### config.mk
export PLATFORM = sky130hd
export DESIGN_NAME = sddp_ctrl
export DESIGN_NICKNAME = d
export VERILOG_FILES = /design/src/design/sampled_dense_dot_products_csc_macros.svh /design/src/design/sddp_pkg.sv /design/src/design/sddp_ctrl.sv
export SDC_FILE = /design/constraint.sdc
export NUM_CORES = 1
export LEC_CHECK = 0
export BUFFER_PORTS_ARGS = -buffer_cell sky130_fd_sc_hd__buf_2
export CORE_AREA = 3 3 40 42
export DETAILED_ROUTE_END_ITERATION = 7
export DIE_AREA = 0 0 43 45
export PLACE_DENSITY = 0.57
export SLEW_MARGIN = 25
export SYNTH_ARGS = -nofsm -noshare
export SYNTH_HDL_FRONTEND = slang
export SYNTH_SLANG_ARGS = --single-unit
### constraint.sdc
create_clock -name clk -period 1.67 [get_ports clk]
set_input_delay 0.501 -clock clk [delete_from_list [all_inputs] [get_ports clk]]
set_output_delay 0.501 -clock clk [all_outputs]
set_load 0.02 [all_outputs]
### src/design/sampled_dense_dot_products_csc_macros.svh
// Assertion macros for the sampled dense dot products block.
// Used by the top level; relies on signals named clk and rst in scope.
`ifndef SAMPLED_DENSE_DOT_PRODUCTS_CSC_MACROS_SVH
`define SAMPLED_DENSE_DOT_PRODUCTS_CSC_MACROS_SVH
`ifndef SYNTH
// Condition holds at every clock edge outside reset.
`define SDDP_ASSERT(lbl, cond) \
  lbl: assert property (@(posedge clk) disable iff (rst) (cond)) \
    else $error("sddp: invariant violated");
// Antecedent at one edge implies the consequent at the next edge.
`define SDDP_ASSERT_NEXT(lbl, ante, cons) \
  lbl: assert property (@(posedge clk) disable iff (rst) (ante) |=> (cons)) \
    else $error("sddp: sequence violated");
// Antecedent implies the consequent at the same edge.
`define SDDP_ASSERT_IMPL(lbl, ante, cons) \
  lbl: assert property (@(posedge clk) disable iff (rst) (ante) |-> (cons)) \
    else $error("sddp: implication violated");
`else
`define SDDP_ASSERT(lbl, cond)
`define SDDP_ASSERT_NEXT(lbl, ante, cons)
`define SDDP_ASSERT_IMPL(lbl, ante, cons)
`endif
`endif

### src/design/sddp_pkg.sv
// Shared types and constants for the sampled dense dot products block.
// No dependencies; used by the controller, the datapath and the top level.
package sddp_pkg;

  localparam int LATENT_MAX_DEFAULT  = 64;
  localparam int ROWS_MAX_DEFAULT    = 64;
  localparam int COLS_MAX_DEFAULT    = 32;
  localparam int SAMPLES_MAX_DEFAULT = 4096;

  localparam int CFG_DATA_W = 7;

  localparam logic CFG_LATENT_DIM  = 1'b0;
  localparam logic CFG_NUM_COLUMNS = 1'b1;

  localparam logic [6:0] LATENT_DIM_RESET  = 7'd64;
  localparam logic [5:0] NUM_COLUMNS_RESET = 6'd32;

  localparam logic [1:0] CMD_LOAD_U = 2'd0;
  localparam logic [1:0] CMD_LOAD_V = 2'd1;
  localparam logic [1:0] CMD_SAMPLE = 2'd2;
  localparam logic [1:0] CMD_FINISH = 2'd3;

  localparam logic KIND_ENTRY   = 1'b0;
  localparam logic KIND_POINTER = 1'b1;

  typedef struct packed {
    logic [1:0]         cmd;
    logic [5:0]         row_index;
    logic [4:0]         col_index;
    logic [5:0]         latent_index;
    logic signed [15:0] element;
  } in_t;

  typedef struct packed {
    logic               kind;
    logic signed [39:0] dot_value;
    logic [5:0]         row_out;
    logic [5:0]         pointer_index;
    logic [12:0]        pointer_value;
    logic               last;
  } out_t;

  // Commands from the controller to the datapath.
  typedef struct packed {
    logic capture;
    logic emit_ptr;
    logic mac_start;
    logic emit_entry;
    logic finish_clear;
  } dp_cmd_t;

  // Status from the datapath to the controller.
  typedef struct packed {
    logic slot_free;
    logic ptr_more;
    logic is_finish;
    logic dot_done;
  } dp_status_t;

endpackage

### src/design/sddp_ctrl.sv
// Controller state machine for the sampled dense dot products block.
// Depends on sddp_pkg for the command codes and the command/status structs.
module sddp_ctrl (
  input  logic                clk,
  input  logic                rst,
  input  logic                in_valid,
  input  logic [1:0]          in_cmd,
  output logic                in_stall,
  output sddp_pkg::dp_cmd_t   dp_cmd,
  input  sddp_pkg::dp_status_t dp_status
);

  typedef enum logic [3:0] {
    ST_IDLE = 4'b0001,
    ST_PTR  = 4'b0010,
    ST_MAC  = 4'b0100,
    ST_EMIT = 4'b1000
  } state_t;

  state_t state;
  state_t state_next;

  always_ff @(posedge clk) begin
    if (rst) begin
      state <= ST_IDLE;
    end else begin
      state <= state_next;
    end
  end

  assign in_stall = (state != ST_IDLE);

  always_comb begin
    state_next = state;
    dp_cmd     = '0;
    case (state)
      ST_IDLE: begin
        if (in_valid) begin
          dp_cmd.capture = 1'b1;
          if (in_cmd inside {sddp_pkg::CMD_SAMPLE, sddp_pkg::CMD_FINISH}) begin
            state_next = ST_PTR;
          end
        end
      end
      ST_PTR: begin
        if (dp_status.ptr_more) begin
          dp_cmd.emit_ptr = dp_status.slot_free;
        end else if (dp_status.is_finish) begin
          dp_cmd.finish_clear = 1'b1;
          state_next          = ST_IDLE;
        end else begin
          dp_cmd.mac_start = 1'b1;
          state_next       = ST_MAC;
        end
      end
      ST_MAC: begin
        if (dp_status.dot_done) begin
          state_next = ST_EMIT;
        end
      end
      ST_EMIT: begin
        if (dp_status.slot_free) begin
          dp_cmd.emit_entry = 1'b1;
          state_next        = ST_IDLE;
        end
      end
      default: begin
        state_next = ST_IDLE;
      end
    endcase
  end

endmodule

; Word-level counts from Yosys, hierarchy flattened
; Cells that the tools add are included.
[word_totals]
register_bits = 4
input_bits = 9
out_inout_bits = 6
word_cells = 33
[classes]
eq_ne = 12
muxes = 18
n_reduce_logical = 2
[op_table]
columns = operator, n
row1 = 4-bit two-way mux, 5
row2 = 4-bit one-hot mux with 4 select lines, 1
row3 = 1-bit two-way mux, 10
row4 = "2-bit inequality test, second input constant", 5
row5 = 5-bit AND reduction, 1
row6 = "2-bit equality test, second input constant", 2
row7 = "4-bit by 1-bit equality test with 1-bit output, second input constant", 1
row8 = "4-bit by 2-bit equality test with 1-bit output, second input constant", 1
row9 = "4-bit by 3-bit equality test with 1-bit output, second input constant", 1
row10 = "4-bit equality test, second input constant", 1
row11 = "4-bit by 1-bit inequality test with 1-bit output, second input constant", 1
row12 = 3-bit two-way mux, 1
row13 = 2-bit two-way mux, 1
row14 = 2-bit nonzero test, 1

; Logic depth before layout (Yosys ltp)
; Gate-level depths: netlist (run 1).
[depth]
depth_word = 5
mapped_depth = 5
depth_no_buf = 4

; Worst setup path before layout (run 1)
; No wires, ideal clock.
[synth_path]
path_type = reg2out
start = register state[2]
end = output port dp_cmd[4] in the netlist's numbering
t_arrival_ps = 1295
t_required_ps = 1169
path_slack_ps = -126
path_stages_with_launch = 4
path_buffers = 1
path_cell_list = dfxtp_1 buf_6 or4b_4 nor2_1
[synth_lines]
columns = item, line
row1 = "start, declared", sddp_ctrl.sv:20  ; state_t state;
row2 = "start signal, assigned", sddp_ctrl.sv:27  ; state <= state_next;
row3 = "end, declared", sddp_ctrl.sv:9  ; output sddp_pkg::dp_cmd_t dp_cmd,

==> results of run 1 <==
==> cell type report <==
cell class / instances / area, um2
clock buffers: 3 / 22.5
fillers: 139 / 748
inverters: 3 / 11.3
multi-input cells: 27 / 240
flip-flops and latches: 4 / 85.1
well taps: 15 / 18.8
repair buffers: 22 / 159
==> power groups by stage <==
| stage | clock [W] | sequential [W] | combinational (W) |
|---|---|---|---|
| 2_1_floorplan | 0 | 0.000141 | 0.000233 |
| 3_3_place_gp | 0 | 0.000155 | 0.000299 |
| 3_5_place_dp | 0 | 0.000155 | 0.000299 |
| 4_1_cts | 0.000125 | 0.000145 | 0.000423 |
| 5_1_grt | 0.000127 | 0.000149 | 0.000507 |
| 6_report | 0.000121 | 0.000145 | 0.000468 |
==> cell usage after synthesis (2+ instances only) <==
cell type  number  area [um2]
a211oi_1        2        15.0
a21oi_1         3        15.0
dfxtp_1         4        80.1
inv_1           3        11.3
nand2b_1        2        12.5
nor2_1          2        7.51
nor4_1          3        18.8
o31ai_1         2        15.0
==> timing repair <==
action                                  in CTS  in global routing
setup buffers                                2                  0
endpoints found under the setup margin       7                  9
resized for setup                           15                  5
pin swaps                                    3                  5
==> through the flow <==
step / power (W) / cells
global placement: 0.000453 / 69
floorplan: 0.000374 / 36
finish: 0.000734 / 74
CTS: 0.000693 / 74
detailed placement: 0.000454 / 69
global route: 0.000783 / 74
==> kinds of logic after synthesis <==
group	synth area share [%]
AOI/OAI and AO/OA	20.5
DFF	27.4
and+or+nand+nor	39.7
buffers and inverters	9.40
xor gates and xnor gates	2.99
==> worst register-to-register path, delay by kind of cell, from the launching register on <==
kind | cells | cell delay (ns)
flip-flops | 1 | 0.33
AO/OA/AOI/OAI | 2 | 0.32
buffers and inverters | 2 | 0.30
AND/OR/NAND/NOR | 2 | 0.74
==> path summary, 6_finish.rpt <==
kind / startpoint / end / slack [ns] / cells after the start
max: state[1] / dp_cmd[4] / -0.18 / 3
min reg2reg: state[2] / state[2] / 0.51 / 2
max reg2reg: state[1] / state[0] / -0.13 / 6
min: rst / state[2] / 0.47 / 2
==> per-layer routing <==
layer / vias up / part of all wire, %
met4: 0 / 0
met3: 0 / 7.2
met2: 11 / 46
li1: 184 / -
met1: 170 / 46
met5: - / 0
==> placed cells by master, fill, tap and decap left out, types with 2 or more instances in the layout <==
master    count
inv_1         3
nor4_2        2
o31ai_1       2
clkbuf_4      3
nor2_4        2
buf_6         3
buf_2         7
dfxtp_1       2
buf_4        12
a21oi_1       3
==> results.toml, run 1 <==
[setup_path]
cp.required_ns = 1.17
arrival_ns = 1.35
slowest_stage = "or4b_4"
crit_fanout = 4
endpoint_kind = "output port"
path_buf_inv = 1
cp_cell_sequence = "or4b_4 > nor2_4 > buf_6"
start_kind = "flip-flop"
critPathTopFamily = "simple AND/OR/NAND/NOR gates"
critPathMaxStageDelay_ns = 0.56
setup.worst_path.class = "flip-flop to output port"

[run]
cap_violations = 0

[grt]
gr-usage-all-layers_pct = 9.73
grt_max_degree = 7
top_usage_layer = "met2"
grt_use_met1_pct = 12.5
use_met2_pct = 15.6
grt_overflow_total = 0
grt_pass1_vias = 342
grt_pass1_wl_um = 1470
grt_use_met3_pct = 3.98
antenna_found_initial = 0

[cells_and_area]
final_util_pct = 41.8
synthToLayoutAreaGrowth_pct = 83.3
top_regs = "state: 4 flops"
fin_nets = 70
drive_above_1_share_pct = 61.0
regMostFlops = "state"
antennaDiodeCount = 0
largest_reg_flops = 4
design_area_um2 = 537

[timing]
timing.fmax_mhz = 542
whs_ns = 0.469
skew_ns = 0.00412
layout_setup_ws_ns = -0.177
finalCriticalPeriod_ns = 1.85
worst_slew_pin_slew_ns = 0.309
setup_violations = 8
fin_tns_setup_ns = -0.759
rsz0062_at_grt = "yes"
post-route-period-util_pct = 111
finalMaxSlewViolations = 0
relSlewSlack_pct = 79.3
hold_viol = 0

[clock_network]
clkTransAtPathRegs_ns = 0.04
hold_buffers = 0
cts_tree = "done"
cts_buffer_depth = 2
clock-sinks = 4
htreeDepth = 1
cts_buffers = 3
clkLatencyLatePin_ns = 0.24
root_buffer = "clkbuf_4"

[floorplan]
die-area_mm2 = 0.00194
row_count = 13
io_pins = 15
fp.dieH_um = 45
start_util_pct = 22.8
die-width_um = 43
core_mm2 = 0.00128

[synth]
synthCells = 36
synth_area_um2 = 293
synth_edf_count = 0
yosysUniqueCellTypes = 23
ys_seq_area_share_pct = 27.4
ys_warn_count = 0
synth_seq_cells = 4
syn_nets = 45
synth_ff_type = "dfxtp_1"
syn_area_per_cell_um2 = 8.13
synthArstFlopShare_pct = 0

[pwr]
internal-power_w = 0.000437
p_leak_nw = 0.230
peakVddDrop_mv = 0.628
power_switching_share_pct = 40.4
power.switching_w = 0.000297
powerDensity_mw_per_mm2 = 1370
power_frac_seq_pct = 19.8
p_clk_share_pct = 16.5
p_comb_share_pct = 63.8

[outcome]
failed_checks = "negative setup slack"
status = "finished with violations"

[routing]
drtAntennaViolNets = 0
dr.pass1.iters = 4
num_vias = 365
totalWireLength_um = 872
routed_via_density = 4.93
drcViolationCount = 0
drt_iter0_markers = 6
wl_per_cell_um = 11.8

[placed_design]
place.gp.congestion = 0.732
place_hpwl_um = 610
dpl-instance-area_um2 = 427
dp_slack_ns = -0.0499
numPortBuffers = 13

[hold_path]
hold_path.class = "input pin to flip-flop"
(Power assumes the default switching activity.)
==> run 2: changes to the inputs <==
==> constraint.sdc (replaced) <==
create_clock -name clk -period 1.6 [get_ports clk]
set_input_delay 0.48 -clock clk [delete_from_list [all_inputs] [get_ports clk]]
set_output_delay 0.48 -clock clk [all_outputs]
set_load 0.02 [all_outputs]
==> run 2 against run 1 <==
- the run still ends with negative setup slack left
- via count is 5.8% higher
- clock power hardly changed
- global-route usage is 0.26 points lower
- utilization is 5.7 points higher
- die area stayed put
- first-iteration DRC count is 17% higher
- clock skew is 0.0013 ns higher
- cell count is 8.1% higher
- cell area is 14% higher
- non-clock buffer count is 6 higher
- total power is 15% higher
- flip-flop and latch count stayed put
==> results.toml, run 2 (synthesis results as in run 1) <==
[outcome]
status = "finished with violations"
failed_checks = "negative setup slack"

[setup_path]
cp_cell_sequence = "or4b_4 > nor2_4 > buf_6"
endpoint = "dp_cmd[4]"
r2r_slack_ns = -0.02
startpoint = "state[1]"
regToRegStartpoint = "state[1]"
r2r_cells = 5
start_kind = "flip-flop"
slowest_stage = "or4b_4"
setup.worst_path.class = "flip-flop to output port"
arrival_ns = 1.35
crit_fanout = 4
cp.required_ns = 1.12
critPathMaxStageDelay_ns = 0.56
endpoint_kind = "output port"
reg2reg_to = "state[0]"

[clock_network]
htreeDepth = 1
cts_tree = "done"
root_buffer = "clkbuf_4"
clkTransAtPathRegs_ns = 0.03
cts_buffers = 3
cts_buffer_depth = 2
clock-sinks = 4
clkLatencyLatePin_ns = 0.23

[timing]
layout_setup_ws_ns = -0.235
rsz0062_at_grt = "yes"
relSlewSlack_pct = 80.6
post-route-period-util_pct = 115
setup_violations = 7
skew_ns = 0.00542
hold_viol = 0
fin_tns_setup_ns = -1.01
whs_ns = 0.444
finalCriticalPeriod_ns = 1.83
finalMaxSlewViolations = 0
timing.fmax_mhz = 545
worst_slew_pin_slew_ns = 0.290

[floorplan]
io_pins = 15
row_count = 13
die-area_mm2 = 0.00194
start_util_pct = 22.8
fp.dieH_um = 45
die-width_um = 43
core_mm2 = 0.00128

[cells_and_area]
final_cell_mix = "14 x buf_4, 7 x buf_2, 7 x buf_6"
design_area_um2 = 611
top_regs = "state: 4 flops"
largest_reg_flops = 4
synthToLayoutAreaGrowth_pct = 109
regMostFlops = "state"
final_util_pct = 47.5
antennaDiodeCount = 0
fin_nets = 76
drive_above_1_share_pct = 67.7
final_common_cell = "buf_4"

[grt]
antenna_found_initial = 0
grt_pass1_wl_um = 1440
grt_pass1_vias = 359
grt_overflow_total = 0
grt_max_degree = 7
gr-usage-all-layers_pct = 9.48

[pwr]
p_leak_nw = 0.261
peakVddDrop_mv = 0.617
powerDensity_mw_per_mm2 = 1390

[routing]
dr.pass1.iters = 4
routed_via_density = 4.83
drtAntennaViolNets = 0
drt_iter0_markers = 7
num_vias = 386
wl_per_cell_um = 11.6
totalWireLength_um = 927
drcViolationCount = 0

[placed_design]
numPortBuffers = 13
dp_slack_ns = -0.125
dpl-instance-area_um2 = 457
place.gp.congestion = 0.789
place_hpwl_um = 654

[hold_path]
hold_path.class = "input pin to flip-flop"

[run]
cap_violations = 0
-- run 2: worst min path at each step --
stage / startpoint / end / slack (ns) / cells after the start
after CTS: rst / state[1] / 0.44 / 2
final: rst / state[1] / 0.44 / 2
after detailed placement: state[1] / state[1] / 0.55 / 2
after global routing: rst / state[1] / 0.44 / 2
after floorplan: state[1] / state[1] / 0.51 / 2
after global placement: state[1] / state[1] / 0.56 / 2
-- run 2: metal layers --
layer  GRT usage [%]  vias to the layer above  wire length (um)
met2            14.4                       12               424
met3            4.78                        0                58
met5               0                        -                 0
met1            12.9                      178               443
met4               0                        0                 0
li1                -                      196                 -
-- run 2: final cells by class --
type | instances | area, um2
clock buffers | 3 | 22.5
fillers | 114 | 674
inverters | 3 | 11.3
multi-input cells | 27 | 251
flip-flops and latches | 4 | 87.6
well taps | 15 | 18.8
repair buffers | 28 | 219
-- run 2: power by group --
| group | leakage (nW) | total, W | internal (W) | switching [W] |
|---|---|---|---|---|
| logic | 0.213 | 0.000560 | 0.000299 | 0.000261 |
| registers | 0.0340 | 0.000165 | 0.000136 | 0.0000296 |
| clock network | 0.0138 | 0.000121 | 0.0000836 | 0.0000378 |
| total | 0.261 | 0.000847 | 0.000518 | 0.000328 |
-- run 2: what timing repair did --
| item | 4_1_cts | 5_1_grt |
|---|---|---|
| setup buffers | 2 | 2 |
| setup endpoints to repair | 8 | 9 |
| hold buffers | 0 | 0 |
| gates resized for setup | 16 | 11 |
| pin swaps | 2 | 4 |
-- run 2: metrics by stage --
stage	std cells	power [W]
after global placement	73	0.000517
after floorplan	36	0.000399
after global routing	80	0.000906
after CTS	78	0.000763
after detailed placement	73	0.000512
final	80	0.000847
-- run 2: worst max-delay path: cells and delay by family, from the launching register on --
kind / cells / cell delay [ns]
and+or+nand+nor: 2 / 0.66
buffers and inverters: 1 / 0.12
DFF: 1 / 0.34
==> run 3: changes to the inputs <==
--- a/config.mk
+++ b/config.mk
@@ -9,7 +9,6 @@
 export CORE_AREA = 3 3 40 42
 export DETAILED_ROUTE_END_ITERATION = 7
 export DIE_AREA = 0 0 43 45
-export PLACE_DENSITY = 0.57
 export SLEW_MARGIN = 25
 export SYNTH_ARGS = -nofsm -noshare
 export SYNTH_HDL_FRONTEND = slang
==> run 3 against run 2 <==
- the run still ends with negative setup slack left
- utilization fell by 2.0 points
- combinational power decreased by 5.5%
- die area is the same
- clock-buffer cell count did not move
- clock skew shrank 0.0035 ns
- non-clock buffer count did not move
- worst hold slack improved by 0.011 ns
- sequential share of layout area rose by 0.22 points
- cell area shrank 4.3%
- global-route usage rose by 1.6 points
- sequential power about the same
- critical endpoint unchanged
- largest cell class unchanged
- largest power group unchanged
==> results.toml, run 3 (synthesis results as in run 1) <==
[placed_design]
dp_slack_ns = -0.108
place.gp.congestion = 0.737
numPortBuffers = 13
place_hpwl_um = 669

[setup_path]
slowest_stage = "or4b_4"
path_buf_inv = 1
start_kind = "flip-flop"
cp_cell_sequence = "or4b_4 > nor2_4 > buf_6"
critPathMaxStageDelay_ns = 0.58
setup.worst_path.class = "flip-flop to output port"
endpoint_kind = "output port"
critPathTopFamily = "simple AND/OR/NAND/NOR gates"
arrival_ns = 1.38
crit_fanout = 4
cp.required_ns = 1.12

[routing]
totalWireLength_um = 991
dr.pass1.iters = 5
routed_via_density = 4.88
drt_iter0_markers = 1
drtAntennaViolNets = 0
wl_per_cell_um = 12.4
drcViolationCount = 0
num_vias = 390

[floorplan]
start_util_pct = 22.8
io_pins = 15
core_mm2 = 0.00128
die-area_mm2 = 0.00194
row_count = 13
fp.dieH_um = 45
die-width_um = 43

[timing]
worst_slew_pin_slew_ns = 0.286
post-route-period-util_pct = 116
hold_viol = 0
skew_ns = 0.00189
layout_setup_ws_ns = -0.257
setup_violations = 8
rsz0062_at_grt = "yes"
relSlewSlack_pct = 80.7
timing.fmax_mhz = 538
finalCriticalPeriod_ns = 1.86
finalMaxSlewViolations = 0

[hold_path]
hold_path.class = "input pin to flip-flop"

[grt]
grt_overflow_total = 0
antenna_found_initial = 0
grt_pass1_vias = 390
grt_pass1_wl_um = 1560
gr-usage-all-layers_pct = 11.1
grt_max_degree = 8

[pwr]
peakVddDrop_mv = 0.568
powerDensity_mw_per_mm2 = 1390
total_power_w = 0.000811
p_leak_nw = 0.259

[clock_network]
cts_buffer_depth = 2
clkTransAtPathRegs_ns = 0.03
cts_buffers = 3
clkLatencyLatePin_ns = 0.23
clock-sinks = 4
root_buffer = "clkbuf_4"
htreeDepth = 1
cts_tree = "done"

[cells_and_area]
largest_reg_flops = 4
regMostFlops = "state"
top_regs = "state: 4 flops"
fill_cells = 128
drive_above_1_share_pct = 66.2
antennaDiodeCount = 0
fin_nets = 76
synthToLayoutAreaGrowth_pct = 99.6
final_cell_mix = "13 x buf_4, 9 x buf_2, 6 x buf_6, 4 x dfxtp_2"
final_common_cell = "buf_4"

[outcome]
failed_checks = "negative setup slack"
status = "finished with violations"

[run]
cap_violations = 0
[run 3: cell counts in the layout (fill, tap and decap cells not counted)]
Identical to the previous run, type by type.
[run 3: through the flow]
stage | instance area [um2] | hold slack, ns | utilization (%) | TNS, ns | std cells
6_report | 584 | 0.455 | 45.5 | -1.03 | 80
5_1_grt | 584 | 0.457 | 45.5 | -1.59 | 80
4_1_cts | 542 | 0.439 | 42.2 | -1.03 | 78
3_5_place_dp | 449 | 0.492 | 35.0 | -0.418 | 72
3_3_place_gp | 449 | 0.491 | 35.0 | -0.401 | 72
2_1_floorplan | 313 | 0.514 | - | -0.0834 | 36
[run 3: what timing repair did]
action,4_1_cts,5_1_grt
buffers inserted,3,2
gates resized for setup,14,7
setup endpoints to repair,7,9
pin swaps,4,4
hold buffers,0,0
[run 3: final timing paths]
kind              startpoint   endpoint  slack [ns]  cells after the start
setup reg to reg    state[1]   state[0]       -0.14                      6
setup / recovery    state[1]  dp_cmd[4]       -0.26                      3
hold / removal           rst   state[2]        0.45                      2
hold reg to reg     state[0]   state[3]        0.49                      1
[run 3: metal layers]
metal / wire [um] / vias to the layer above / track usage [%]
li1: - / 199 / -
met1: 416 / 174 / 11.8
met2: 519 / 13 / 20.7
met3: 37 / 4 / 3.59
met4: 18 / 0 / 3.61
met5: 0 / - / 0
[run 3: cell type report]
class | instances | area, um2 | share of cell area, %
clock buffers | 3 | 22.5 | 3.85
inverters | 3 | 11.3 | 1.93
multi-input cells | 27 | 236 | 40.5
flip-flops and latches | 4 | 85.1 | 14.6
well taps | 15 | 18.8 | 3.21
repair buffers | 28 | 210 | 36.0
[run 3: report_power, final]
part,switching (W),leakage [nW],internal [W]
clock,0.0000356,0.0138,0.0000835
sequential,0.0000325,0.0337,0.000131
combinational,0.000250,0.211,0.000278
